## src/hdl/rgbc_pkg.sv

```systemverilog
package rgbc_pkg;

  localparam int BUCKET_SLOTS = 4;
  localparam int SLOT_W       = $clog2(BUCKET_SLOTS) > 0 ? $clog2(BUCKET_SLOTS) : 1;

  localparam int CH_W   = 16;
  localparam int SUM_W  = CH_W + 1;
  localparam int NUM_W  = 27;
  localparam int QUO_W  = 10;
  localparam int HUE_W  = 12;
  localparam int FRAC_W = 10;

  localparam logic [HUE_W-1:0] HUE_FULL    = 12'd2880;
  localparam logic [HUE_W-1:0] HUE_HALF    = 12'd1440;
  localparam logic [HUE_W-1:0] HUE_GREEN   = 12'd960;
  localparam logic [HUE_W-1:0] HUE_BLUE    = 12'd1920;
  localparam logic [9:0]       SCALE_FRAC  = 10'd1000;
  localparam logic [8:0]       SCALE_HUE   = 9'd480;

  localparam logic [2:0] REG_ACTIVE = 3'd4;

  typedef enum logic [1:0] {
    SEC_RED   = 2'd0,
    SEC_GREEN = 2'd1,
    SEC_BLUE  = 2'd2
  } sector_t;

  typedef struct packed {
    logic [FRAC_W-1:0] lit_tol;
    logic [FRAC_W-1:0] lit_ctr;
    logic [FRAC_W-1:0] sat_tol;
    logic [FRAC_W-1:0] sat_ctr;
    logic [HUE_W-1:0]  hue_tol;
    logic [HUE_W-1:0]  hue_ctr;
  } bucket_t;

  typedef struct packed {
    logic    valid;
    sector_t sector;
    logic    neg;
    logic    gray;
  } side_t;

  typedef struct packed {
    logic              valid;
    logic [HUE_W-1:0]  hue;
    logic [FRAC_W-1:0] sat;
    logic [FRAC_W-1:0] lit;
  } hsl_t;

endpackage

```

## src/hdl/rgbc_div.sv

```systemverilog
module rgbc_div
  import rgbc_pkg::*;
(
  input  logic             clk,
  input  logic [NUM_W-1:0] num_i,
  input  logic [SUM_W-1:0] den_i,
  output logic [QUO_W-1:0] quo_o
);

  // Restoring divider, one quotient bit per stage, most significant first.
  // The quotient is known to fit in QUO_W bits.
  logic [NUM_W-1:0] rem_r [QUO_W];
  logic [SUM_W-1:0] den_r [QUO_W];
  logic [QUO_W-1:0] quo_r [QUO_W];

  for (genvar k = 0; k < QUO_W; k++) begin : g_stage
    logic [NUM_W-1:0] rem_in;
    logic [SUM_W-1:0] den_in;
    logic [QUO_W-1:0] quo_in;
    logic [NUM_W-1:0] trial;
    logic             ge;

    if (k == 0) begin : g_first
      assign rem_in = num_i;
      assign den_in = den_i;
      assign quo_in = '0;
    end else begin : g_next
      assign rem_in = rem_r[k-1];
      assign den_in = den_r[k-1];
      assign quo_in = quo_r[k-1];
    end

    assign trial = NUM_W'(den_in) << (QUO_W - 1 - k);
    assign ge    = rem_in >= trial;

    always_ff @(posedge clk) begin
      rem_r[k] <= ge ? rem_in - trial : rem_in;
      den_r[k] <= den_in;
      quo_r[k] <= {quo_in[QUO_W-2:0], ge};
    end
  end

  assign quo_o = quo_r[QUO_W-1];

endmodule

```

## src/hdl/rgbc_match.sv

```systemverilog
module rgbc_match
  import rgbc_pkg::*;
(
  input  logic              clk,
  input  logic              rst_n,
  input  hsl_t              hsl_i,
  input  bucket_t           bucket_i [BUCKET_SLOTS],
  input  logic [2:0]        active_i,
  output logic              valid_o,
  output logic              matched_o,
  output logic [SLOT_W-1:0] index_o,
  output hsl_t              hsl_o
);

  logic [BUCKET_SLOTS-1:0] hit_nxt;
  logic [BUCKET_SLOTS-1:0] hit_r;
  hsl_t                    hsl_r;
  logic                    valid_r;
  logic                    matched_r;
  logic [SLOT_W-1:0]       index_r;
  logic                    matched_nxt;
  logic [SLOT_W-1:0]       index_nxt;

  always_comb begin
    for (int i = 0; i < BUCKET_SLOTS; i++) begin
      logic [HUE_W-1:0]  dh;
      logic [HUE_W-1:0]  dhw;
      logic [FRAC_W-1:0] ds;
      logic [FRAC_W-1:0] dl;
      dh  = (hsl_i.hue > bucket_i[i].hue_ctr) ? hsl_i.hue - bucket_i[i].hue_ctr
                                               : bucket_i[i].hue_ctr - hsl_i.hue;
      // Going the other way around the circle is shorter past half a turn.
      if (dh > HUE_HALF) begin
        dhw = (HUE_FULL > dh) ? HUE_FULL - dh : dh - HUE_FULL;
      end else begin
        dhw = dh;
      end
      ds = (hsl_i.sat > bucket_i[i].sat_ctr) ? hsl_i.sat - bucket_i[i].sat_ctr
                                              : bucket_i[i].sat_ctr - hsl_i.sat;
      dl = (hsl_i.lit > bucket_i[i].lit_ctr) ? hsl_i.lit - bucket_i[i].lit_ctr
                                              : bucket_i[i].lit_ctr - hsl_i.lit;
      hit_nxt[i] = (3'(i) < active_i) && (dhw <= bucket_i[i].hue_tol) &&
                   (ds <= bucket_i[i].sat_tol) && (dl <= bucket_i[i].lit_tol);
    end
  end

  always_comb begin
    matched_nxt = 1'b0;
    index_nxt   = '0;
    for (int i = BUCKET_SLOTS - 1; i >= 0; i--) begin
      if (hit_r[i]) begin
        matched_nxt = 1'b1;
        index_nxt   = SLOT_W'(i);
      end
    end
  end

  always_ff @(posedge clk) begin
    if (!rst_n) begin
      hsl_r.valid <= 1'b0;
      valid_r     <= 1'b0;
    end else begin
      hsl_r.valid <= hsl_i.valid;
      valid_r     <= hsl_r.valid;
    end
    hsl_r.hue <= hsl_i.hue;
    hsl_r.sat <= hsl_i.sat;
    hsl_r.lit <= hsl_i.lit;
    hit_r     <= hit_nxt;
    matched_r <= matched_nxt;
    index_r   <= index_nxt;
    hsl_o     <= hsl_r;
  end

  assign valid_o   = valid_r;
  assign matched_o = matched_r;
  assign index_o   = index_r;

endmodule

```

## src/hdl/rgbc_hsl_color_bucket_classifier_top.sv

```systemverilog
// RGBC to HSL color bucket classifier.
//
// Input: drive in_red_raw, in_green_raw, in_blue_raw and in_clear_raw with
// start high; the sample is taken at that clock edge. busy is always low,
// so a new sample may be started in every cycle.
//
// Output: once a sample has passed through the pipeline, out_valid is high for
// one cycle with hue, saturation, lightness and the bucket match. One result
// leaves per cycle; the pipeline is a clamp stage, a min/max stage, a multiply
// stage, ten stages of three restoring dividers (one quotient bit each), a hue
// assembly stage and two bucket compare stages. The receiver cannot stall.
//
// Configuration: cfg_ready is always high. Index 0..3 writes a bucket
// descriptor, index 4 the number of active buckets; other indexes are
// ignored. Write only while no sample is in flight.
//
// Reset: synchronous, active low. All buckets and the active count clear
// and every transaction in flight is dropped.
module rgbc_hsl_color_bucket_classifier_top
  import rgbc_pkg::*;
(
  input  logic              clk,
  input  logic              rst_n,
  input  logic              start,
  output logic              busy,
  input  logic [CH_W-1:0]   in_red_raw,
  input  logic [CH_W-1:0]   in_green_raw,
  input  logic [CH_W-1:0]   in_blue_raw,
  input  logic [CH_W-1:0]   in_clear_raw,
  output logic              out_valid,
  output logic              out_matched,
  output logic [SLOT_W-1:0] out_bucket_index,
  output logic [HUE_W-1:0]  out_hue,
  output logic [FRAC_W-1:0] out_saturation,
  output logic [FRAC_W-1:0] out_lightness,
  input  logic              cfg_valid,
  output logic              cfg_ready,
  input  logic [2:0]        cfg_index,
  input  logic [63:0]       cfg_wdata
);

  bucket_t    bucket_r [BUCKET_SLOTS];
  logic [2:0] active_r;

  assign busy      = 1'b0;
  assign cfg_ready = 1'b1;

  always_ff @(posedge clk) begin
    if (!rst_n) begin
      for (int i = 0; i < BUCKET_SLOTS; i++) begin
        bucket_r[i] <= '0;
      end
      active_r <= '0;
    end else if (cfg_valid) begin
      for (int i = 0; i < BUCKET_SLOTS; i++) begin
        if (cfg_index == 3'(i)) begin
          bucket_r[i] <= bucket_t'(cfg_wdata);
        end
      end
      if (cfg_index == REG_ACTIVE) begin
        active_r <= cfg_wdata[2:0];
      end
    end
  end

  // Stage 1: clamp.
  logic [CH_W-1:0] c_nxt;
  logic [CH_W-1:0] r1_r, g1_r, b1_r, c1_r;
  logic            v1_r;

  assign c_nxt = (in_clear_raw == '0) ? CH_W'(1) : in_clear_raw;

  always_ff @(posedge clk) begin
    v1_r <= rst_n && start && !busy;
    r1_r <= (in_red_raw   > c_nxt) ? c_nxt : in_red_raw;
    g1_r <= (in_green_raw > c_nxt) ? c_nxt : in_green_raw;
    b1_r <= (in_blue_raw  > c_nxt) ? c_nxt : in_blue_raw;
    c1_r <= c_nxt;
  end

  // Stage 2: extremes, sector and divisors.
  logic [CH_W-1:0]  mx_nxt, mn_nxt, mag_nxt;
  logic [SUM_W-1:0] sum_nxt, twoc_nxt;
  sector_t          sec_nxt;
  logic             neg_nxt;
  logic [CH_W-1:0]  pa, pb;
  logic [CH_W-1:0]  d2_r, mag2_r;
  logic [SUM_W-1:0] sum2_r, twoc2_r, den2_r;
  side_t            sd2_r;

  always_comb begin
    mx_nxt = r1_r;
    if (g1_r > mx_nxt) mx_nxt = g1_r;
    if (b1_r > mx_nxt) mx_nxt = b1_r;
    mn_nxt = r1_r;
    if (g1_r < mn_nxt) mn_nxt = g1_r;
    if (b1_r < mn_nxt) mn_nxt = b1_r;
    if (mx_nxt == r1_r) begin
      sec_nxt = SEC_RED;
      pa      = g1_r;
      pb      = b1_r;
    end else if (mx_nxt == g1_r) begin
      sec_nxt = SEC_GREEN;
      pa      = b1_r;
      pb      = r1_r;
    end else begin
      sec_nxt = SEC_BLUE;
      pa      = r1_r;
      pb      = g1_r;
    end
    neg_nxt  = pa < pb;
    mag_nxt  = neg_nxt ? pb - pa : pa - pb;
    sum_nxt  = SUM_W'(mx_nxt) + SUM_W'(mn_nxt);
    twoc_nxt = {c1_r, 1'b0};
  end

  always_ff @(posedge clk) begin
    if (!rst_n) begin
      sd2_r.valid <= 1'b0;
    end else begin
      sd2_r.valid <= v1_r;
    end
    sd2_r.sector <= sec_nxt;
    sd2_r.neg    <= neg_nxt;
    sd2_r.gray   <= mx_nxt == mn_nxt;
    d2_r         <= mx_nxt - mn_nxt;
    mag2_r       <= mag_nxt;
    sum2_r       <= sum_nxt;
    twoc2_r      <= twoc_nxt;
    // c - |sum - c| folds to the smaller of sum and 2c - sum.
    den2_r       <= (sum_nxt > SUM_W'(c1_r)) ? twoc_nxt - sum_nxt : sum_nxt;
  end

  // Stage 3: scale numerators.
  logic [NUM_W-1:0] nl3_r, ns3_r, nh3_r;
  logic [SUM_W-1:0] dl3_r, ds3_r, dh3_r;
  side_t            sd3_r;

  always_ff @(posedge clk) begin
    if (!rst_n) begin
      sd3_r.valid <= 1'b0;
    end else begin
      sd3_r.valid <= sd2_r.valid;
    end
    sd3_r.sector <= sd2_r.sector;
    sd3_r.neg    <= sd2_r.neg;
    sd3_r.gray   <= sd2_r.gray;
    nl3_r        <= NUM_W'(sum2_r) * NUM_W'(SCALE_FRAC);
    ns3_r        <= NUM_W'(d2_r) * NUM_W'(SCALE_FRAC);
    nh3_r        <= NUM_W'(mag2_r) * NUM_W'(SCALE_HUE);
    dl3_r        <= twoc2_r;
    ds3_r        <= den2_r;
    dh3_r        <= SUM_W'(d2_r);
  end

  logic [QUO_W-1:0] ql, qs, qh;

  rgbc_div u_div_lit (.clk(clk), .num_i(nl3_r), .den_i(dl3_r), .quo_o(ql));
  rgbc_div u_div_sat (.clk(clk), .num_i(ns3_r), .den_i(ds3_r), .quo_o(qs));
  rgbc_div u_div_hue (.clk(clk), .num_i(nh3_r), .den_i(dh3_r), .quo_o(qh));

  side_t sd_r [QUO_W];

  always_ff @(posedge clk) begin
    if (!rst_n) begin
      sd_r[0].valid <= 1'b0;
    end else begin
      sd_r[0].valid <= sd3_r.valid;
    end
    sd_r[0].sector <= sd3_r.sector;
    sd_r[0].neg    <= sd3_r.neg;
    sd_r[0].gray   <= sd3_r.gray;
    for (int k = 1; k < QUO_W; k++) begin
      if (!rst_n) begin
        sd_r[k].valid <= 1'b0;
      end else begin
        sd_r[k].valid <= sd_r[k-1].valid;
      end
      sd_r[k].sector <= sd_r[k-1].sector;
      sd_r[k].neg    <= sd_r[k-1].neg;
      sd_r[k].gray   <= sd_r[k-1].gray;
    end
  end

  // Hue assembly.
  side_t            sdq;
  logic [HUE_W-1:0] base;
  logic [HUE_W:0]   hraw;
  logic [HUE_W-1:0] hue_nxt;
  hsl_t             hsl_r;

  assign sdq = sd_r[QUO_W-1];

  always_comb begin
    case (sdq.sector)
      SEC_GREEN: base = HUE_GREEN;
      SEC_BLUE:  base = HUE_BLUE;
      default:   base = '0;
    endcase
    if (sdq.neg) begin
      hraw = (HUE_W+1)'(base) + (HUE_W+1)'(HUE_FULL) - (HUE_W+1)'(qh);
    end else begin
      hraw = (HUE_W+1)'(base) + (HUE_W+1)'(qh);
    end
    if (hraw >= (HUE_W+1)'(HUE_FULL)) begin
      hue_nxt = HUE_W'(hraw - (HUE_W+1)'(HUE_FULL));
    end else begin
      hue_nxt = HUE_W'(hraw);
    end
  end

  always_ff @(posedge clk) begin
    if (!rst_n) begin
      hsl_r.valid <= 1'b0;
    end else begin
      hsl_r.valid <= sdq.valid;
    end
    hsl_r.hue <= sdq.gray ? '0 : hue_nxt;
    hsl_r.sat <= sdq.gray ? '0 : qs;
    hsl_r.lit <= ql;
  end

  hsl_t hsl_out;

  rgbc_match u_match (
    .clk       (clk),
    .rst_n     (rst_n),
    .hsl_i     (hsl_r),
    .bucket_i  (bucket_r),
    .active_i  (active_r),
    .valid_o   (out_valid),
    .matched_o (out_matched),
    .index_o   (out_bucket_index),
    .hsl_o     (hsl_out)
  );

  assign out_hue        = hsl_out.hue;
  assign out_saturation = hsl_out.sat;
  assign out_lightness  = hsl_out.lit;

endmodule

```

## config.mk

```make
export PLATFORM = sky130hd
export DESIGN_NAME = rgbc_hsl_color_bucket_classifier_top
export DESIGN_NICKNAME = d
export VERILOG_FILES = /design/src/hdl/rgbc_pkg.sv /design/src/hdl/rgbc_div.sv /design/src/hdl/rgbc_match.sv /design/src/hdl/rgbc_hsl_color_bucket_classifier_top.sv
export SDC_FILE = /design/constraint.sdc
export NUM_CORES = 2
export LEC_CHECK = 0
export ABC_AREA = 1
export BUFFER_PORTS_ARGS = -buffer_cell sky130_fd_sc_hd__buf_2
export CAP_MARGIN = 20
export CORE_MARGIN = 1
export CORE_UTILIZATION = 60
export CTS_CLUSTER_DIAMETER = 100
export DETAILED_ROUTE_END_ITERATION = 12
export PLACE_DENSITY = 0.75
export SLEW_MARGIN = 20
export SYNTH_ARGS = -nofsm -noshare
export SYNTH_HDL_FRONTEND = slang
export SYNTH_SLANG_ARGS = --single-unit
```

## constraint.sdc

```tcl
create_clock -name clk -period 18 [get_ports clk]
set_input_delay 1.8 -clock clk [delete_from_list [all_inputs] [get_ports clk]]
set_output_delay 1.8 -clock clk [all_outputs]
set_load 0.05 [all_outputs]
```

# Yosys cells after proc, flatten, opt, wreduce, memory -nomap -nowiden
# Memory sizes are Yosys's and may differ from the RTL's. A register that Yosys moved wholly into a read port is not among the register bits.
# Index checks and enable logic that the tools add are counted.
# totals
mem_bits_rw	1670
out_inout_bits	38
ff_bits	618
memories	10
# op_classes
n_lt_le_gt_ge	76
multipliers	3
addsub	71
n_reduce_logical	22
eq_ne	9
bitwise_logic	10
muxes	84
# mem_list
memory	words	width	rd	rd_clocked_by_memory_dff	write_ports	line_no	source
u_div_hue.rem_r	10	27	9	0	10	rgbc_div.sv:12	logic [NUM_W-1:0] rem_r [QUO_W];
u_div_lit.rem_r	10	27	9	0	10	rgbc_div.sv:12	
u_div_sat.rem_r	10	27	9	0	10	rgbc_div.sv:12	
u_div_hue.den_r	10	17	9	0	10	rgbc_div.sv:13	logic [SUM_W-1:0] den_r [QUO_W];
u_div_lit.den_r	10	17	9	0	10	rgbc_div.sv:13	
u_div_sat.den_r	10	17	9	0	10	rgbc_div.sv:13	
4 more memories	n/a	n/a	n/a	n/a	n/a	n/a	
# ops
cell	count
$mux W27	30
$mux W16	13
$sub A10 B10 Y10	16
$mux W12	13
$sub A12 B12 Y12	8
$ge A27 B17 Y1	3
$ge A27 B18 Y1	3
$ge A27 B19 Y1	3
$ge A27 B20 Y1	3
$ge A27 B21 Y1	3
$ge A27 B22 Y1	3
$ge A27 B23 Y1	3
$ge A27 B24 Y1	3
$ge A27 B25 Y1	3
$sub A27 B17 Y27	3
$sub A27 B18 Y27	3
$sub A27 B19 Y27	3
$sub A27 B20 Y27	3
$sub A27 B21 Y27	3
$sub A27 B22 Y27	3
$sub A27 B23 Y27	3
$sub A27 B24 Y27	3
$sub A27 B25 Y27	3
$gt A10 B10 Y1	8
other kinds (47)	133

# Longest topological paths before layout
# logic_depth
word_depth	9
ltp_mapped	57
mapped_depth_nobuf	53

# Hierarchy
# From an unflattened synthesis, not the netlist that was laid out.
# unflattened
cells_unflattened	19359
area_unflattened_um2	130158.6
# by_module_without_submodules
module	cells_each	n_inst	area_per_inst_um2
rgbc_hsl_color_bucket_classifier_top	4087	1	33083.0
rgbc_div at u_div_lit	3998	1	25699.6
rgbc_div at u_div_hue	3962	1	25588.3
rgbc_div at u_div_sat	3990	1	25552.0
rgbc_match	3322	1	20235.7

# Least setup slack after synthesis
# OpenSTA, ideal clock, no wires.
# synth_timing
path_kind	flip-flop to flip-flop
from	reg r1_r[10]
to	reg den2_r[12]
slack_ps	11453
n_path_buf	4
setup_time_ps	126
required_ps	17874
path_stages_with_launch	42
arrival_ps	6421
period_less_slack_ps	6547
path_cell_list	dfxtp_1 inv_1 ha_1 nand2_1 inv_2 nand3_1 nor3_2 nand2_1 nand2_2 buf_2 buf_1 nand2_1 o21ai_0 inv_1 ha_1 a21oi_1 nor2_1 a211oi_1 [... 6 more ...] nand3_1 nand2_1 nand2_1 nand2_1 nand2_1 o311ai_0 nand3_1 nand2_1 xor2_1 inv_1 ha_1 nand4_1 or2_2 o311ai_0 nand2_1 clkbuf_1 nand2_1 o21ai_0
# synth_via
elab_chain_len	7
word_cells_on_any_way	12
# synth_rtl
element	line_no	source
from (decl)	rgbc_hsl_color_bucket_classifier_top.sv:68	logic [CH_W-1:0] r1_r, g1_r, b1_r, c1_r;
from (signal assigned)	rgbc_hsl_color_bucket_classifier_top.sv:75	r1_r <= (in_red_raw > c_nxt) ? c_nxt : in_red_raw;
$gt A16 B16 Y1 or $lt A16 B16 Y1 (tied branches)	rgbc_hsl_color_bucket_classifier_top.sv:93, rgbc_hsl_color_bucket_classifier_top.sv:96	
$mux W16 (on tied branches)	rgbc_hsl_color_bucket_classifier_top.sv:93, rgbc_hsl_color_bucket_classifier_top.sv:96	
$gt A16 B16 Y1 or $lt A16 B16 Y1 (tied branches)	rgbc_hsl_color_bucket_classifier_top.sv:94, rgbc_hsl_color_bucket_classifier_top.sv:97	
$mux W16 (on tied branches)	rgbc_hsl_color_bucket_classifier_top.sv:94, rgbc_hsl_color_bucket_classifier_top.sv:97	
$add A16 B16 Y17 *	rgbc_hsl_color_bucket_classifier_top.sv:113	sum_nxt = SUM_W'(mx_nxt) + SUM_W'(mn_nxt);
named net sum_nxt[14]	rgbc_hsl_color_bucket_classifier_top.sv:83	logic [SUM_W-1:0] sum_nxt, twoc_nxt;
$gt A17 B16 Y1 *	rgbc_hsl_color_bucket_classifier_top.sv:131	den2_r <= (sum_nxt > SUM_W'(c1_r)) ? twoc_nxt - sum_nxt : sum_nxt;
$mux W17 *	rgbc_hsl_color_bucket_classifier_top.sv:131	
to (signal assigned)	rgbc_hsl_color_bucket_classifier_top.sv:131	
to (decl)	rgbc_hsl_color_bucket_classifier_top.sv:88	logic [SUM_W-1:0] sum2_r, twoc2_r, den2_r;
# Mark *: on every way through the listed nets, which the timed path passes. The rest lies on a longest branch.
# A chain may end at the register's enable or synchronous reset.

# Final worst setup path
# layout_timing
from	reg r1_r[15]
to	reg den2_r[10]
# Same word-level chain as after synthesis.

==> impl_metrics.env <==
export IMPL_first_pass_iters=7
export IMPL_worstHoldStart="sd_r[7][2]"
export IMPL_final_seq_area_um2=38100
export IMPL_slew_headroom_pct=25.4
export IMPL_cpMostUsedCell="nand2_1"
export IMPL_drc=0
export IMPL_clockBufferDepth=3
export IMPL_nets=15087
export IMPL_route_vias_total=88529
export IMPL_rows=153
export IMPL_start_util_pct=60.7
export IMPL_cts_buffers=190
export IMPL_slew_violations=0
export IMPL_top_layer="met5"
export IMPL_hold_viol_final=0
export IMPL_ant_nets=0
export IMPL_port_buffer_count=170
export IMPL_place_hpwl_mm=229
export IMPL_cts_tree="done"
export IMPL_core_area_um2=175000
export IMPL_max_cap_violations=0
export IMPL_syn_avg_cell_area_um2=7.89
export IMPL_required_ns=18.73
export IMPL_nFillCells=14732
export IMPL_grt_pass1_wl_mm=453
export IMPL_dieArea_um2=179000
export IMPL_dr_wl_met3_mm=16.3
export IMPL_antenna_found_initial=7
export IMPL_ios=173
export IMPL_wl_mm=288
export IMPL_met2_length_mm=131
export IMPL_fin_tns_setup_ns=0
export IMPL_fmax_mhz=102
export IMPL_synthTopCellsByArea="dfxtp_1, ha_1, nand2_1"
export IMPL_r2r_start="r1_r[15]"
export IMPL_cts_root_buf="clkbuf_16"
export IMPL_synthFlopType="dfxtp_1"
export IMPL_critPathMaxStageDelay_ns=0.63
export IMPL_fin_crit_sh_pct=54.5
export IMPL_synth_seq_cells=1904
export IMPL_worst_path_max_delay_cell="nand2_1"
export IMPL_rsz0062_at_grt="false"
export IMPL_crit_path_end_kind="flop"
export IMPL_post_cts_buffers=0
export IMPL_syn_nets=15003
export IMPL_met1Wirelength_mm=128
export IMPL_clk_pin_slew_ns=0.06
export IMPL_worst_pin_slew_ns=1.12
export IMPL_grt_pass1_vias=84715
export IMPL_grt_max_degree=118
export IMPL_synth_yosys_seq_area_share_pct=35.9
export IMPL_synth_top_area_share_pct=35.9
export IMPL_synth_cell_types=69
export IMPL_grt_overflow_total=0
export IMPL_multi_input_comb_area_um2=59300
export IMPL_htree_levels=4
export IMPL_ys_warn_count=0
export IMPL_cp_max_fo=61
export IMPL_drive_gt1_share_pct=4.82
export IMPL_cts_hold_buffers=0
export IMPL_netlist_instances=13450
export IMPL_die_x_um=423
export IMPL_syn_to_final_growth_pct=8.81
export IMPL_synth_async_reset_ratio_pct=0
export IMPL_outcome="finished clean"
export IMPL_setup_viol=0
export IMPL_vias_per_cell=5.52
export IMPL_finClkSkew_ns=0.0405
export IMPL_crit_path_start_kind="flop"
export IMPL_gp_congestion=0.982
export IMPL_clkLatencyLatePin_ns=0.86
export IMPL_synth_enable_flop_cells=0
export IMPL_critPathLaunch="r1_r[15]"
export IMPL_cts_resized=0
export IMPL_synth_top_cell_by_area="dfxtp_1"
export IMPL_fin_crit_ns=9.81
export IMPL_cts_sinks=1904
export IMPL_critPathArrivalTime_ns=10.55
export IMPL_worstSetupPathType="reg2reg"
export IMPL_min_path_type="reg2reg"
export IMPL_synth_area_um2=106000
export IMPL_die_h_um=423
export IMPL_grt_util_all_layers_pct=31.5
export IMPL_drtIter0Drc=6880
export IMPL_wl_per_cell_um=18.0
[cells by family (layout without fill, tap and decap cells)]
group	count (synthesis)	after routing	synth area share (%)
muxes	28	28	0.285
AOI/OAI and AO/OA	2798	2798	14.3
xor gates and xnor gates	770	770	6.35
adders and majority gates	1418	1418	18.1
other	2	8	0.00708
and+or+nand+nor	4248	4248	16.7
buffers and inverters	2282	2531	8.24
DFF	1904	1904	35.9
[metrics by stage]
step	area, um2	setup WS (ns)	hold WS [ns]	util, %	instances
global placement	109000	8.39	0.310	62.3	15666
floorplan	106000	11.45	0.310	-	13450
global route	115000	7.62	0.310	66.1	16024
CTS	115000	8.38	0.306	66.0	16023
detailed placement	109000	8.35	0.312	62.3	15666
finish	115000	8.19	0.307	66.1	16030
[cells in the mapped netlist, types with 19 or more instances]
master / instances
o211ai_1: 47
a221oi_1: 27
inv_1: 1956
nand2_1: 2325
o21ai_1: 19
ha_1: 1219
nand3_1: 610
nand4_1: 115
a21boi_0: 48
or2_2: 32
dfxtp_1: 1904
nor3_1: 123
nand3_2: 19
o21ai_0: 1041
o2111ai_1: 33
a211oi_1: 40
fa_1: 199
a21oi_1: 1282
buf_2: 47
o21bai_1: 31
xnor2_1: 312
a31oi_1: 56
clkbuf_1: 223
nor2_1: 886
xor2_1: 458
a21o_1: 54
o21a_1: 36
nor4_1: 61
[placed cells by master (no fill, tap or decap), drive strengths merged, types with 18 or more instances in the layout]
cell / synthesis / final
nor4: 61 / 61
inv: 1974 / 1995
a21o: 54 / 54
fa: 199 / 199
o21ai: 1060 / 1060
nand3: 629 / 629
nor2: 898 / 898
dfxtp: 1904 / 1904
buf: 74 / 194
or2: 35 / 35
a21oi: 1283 / 1283
nand2: 2338 / 2338
o2111ai: 33 / 33
a21boi: 51 / 51
o21bai: 31 / 31
clkinvlp: 0 / 18
nor3: 127 / 127
clkbuf: 228 / 245
xor2: 458 / 458
mux2: 18 / 18
o21a: 36 / 36
a211oi: 40 / 40
nand4: 115 / 115
ha: 1219 / 1219
a221oi: 27 / 27
xnor2: 312 / 312
o211ai: 47 / 47
clkinv: 6 / 63
a31oi: 56 / 56
[sequential cells by signal, indices dropped and copies added (netlist names), 32 cells and up]
register / count
u_div_sat.rem_r: 212
u_div_sat.quo_r: 55
u_div_sat.den_r: 148
u_div_lit.den_r: 144
u_match.hsl_r: 33
u_div_hue.quo_r: 55
u_match.hsl_o: 32
u_div_lit.rem_r: 210
hsl_r: 33
u_div_hue.den_r: 136
u_div_lit.quo_r: 55
sd_r: 50
bucket_r: 256
u_div_hue.rem_r: 207
[layout make-up]
type                            count  share of cell area, %
Multi-Input combinational cell   9264                   51.4
Sequential cell                  1904                   33.0
Inverter                         1980                   6.44
Clock buffer                      245                   4.59
Tap cell                         2325                   2.52
Clock inverter                    112                   1.15
Timing Repair Buffer              194                  0.905
Antenna cell                        6                 0.0130
[critical path: cells and delay by family, from the launching register on]
family                   cells  cell delay [ns]
adder cells (fa/ha/maj)      4             1.44
AND/OR/NAND/NOR             17             3.32
flip-flops                   1             0.39
XOR/XNOR                     1             0.25
buffers and inverters        7             2.03
AO/OA/AOI/OAI               10             2.11
[path summary, 6_finish.rpt]
path | depth (start not counted) | slack [ns] | to
max | 39 | 8.19 | den2_r[10]
min | 0 | 0.31 | sd_r[8][2]
max reg2reg | 39 | 8.19 | den2_r[10]
min reg2reg | 0 | 0.31 | sd_r[8][2]
[layer usage]
layer  up-vias  track usage, %
li1      44239               -
met1     40952            41.6
met2      2794            52.1
met3       540            3.57
met4         4            13.0
met5         -               0
Power is not shown: default switching activity piles up to over one toggle a cycle in this logic, so the estimate is an artifact.
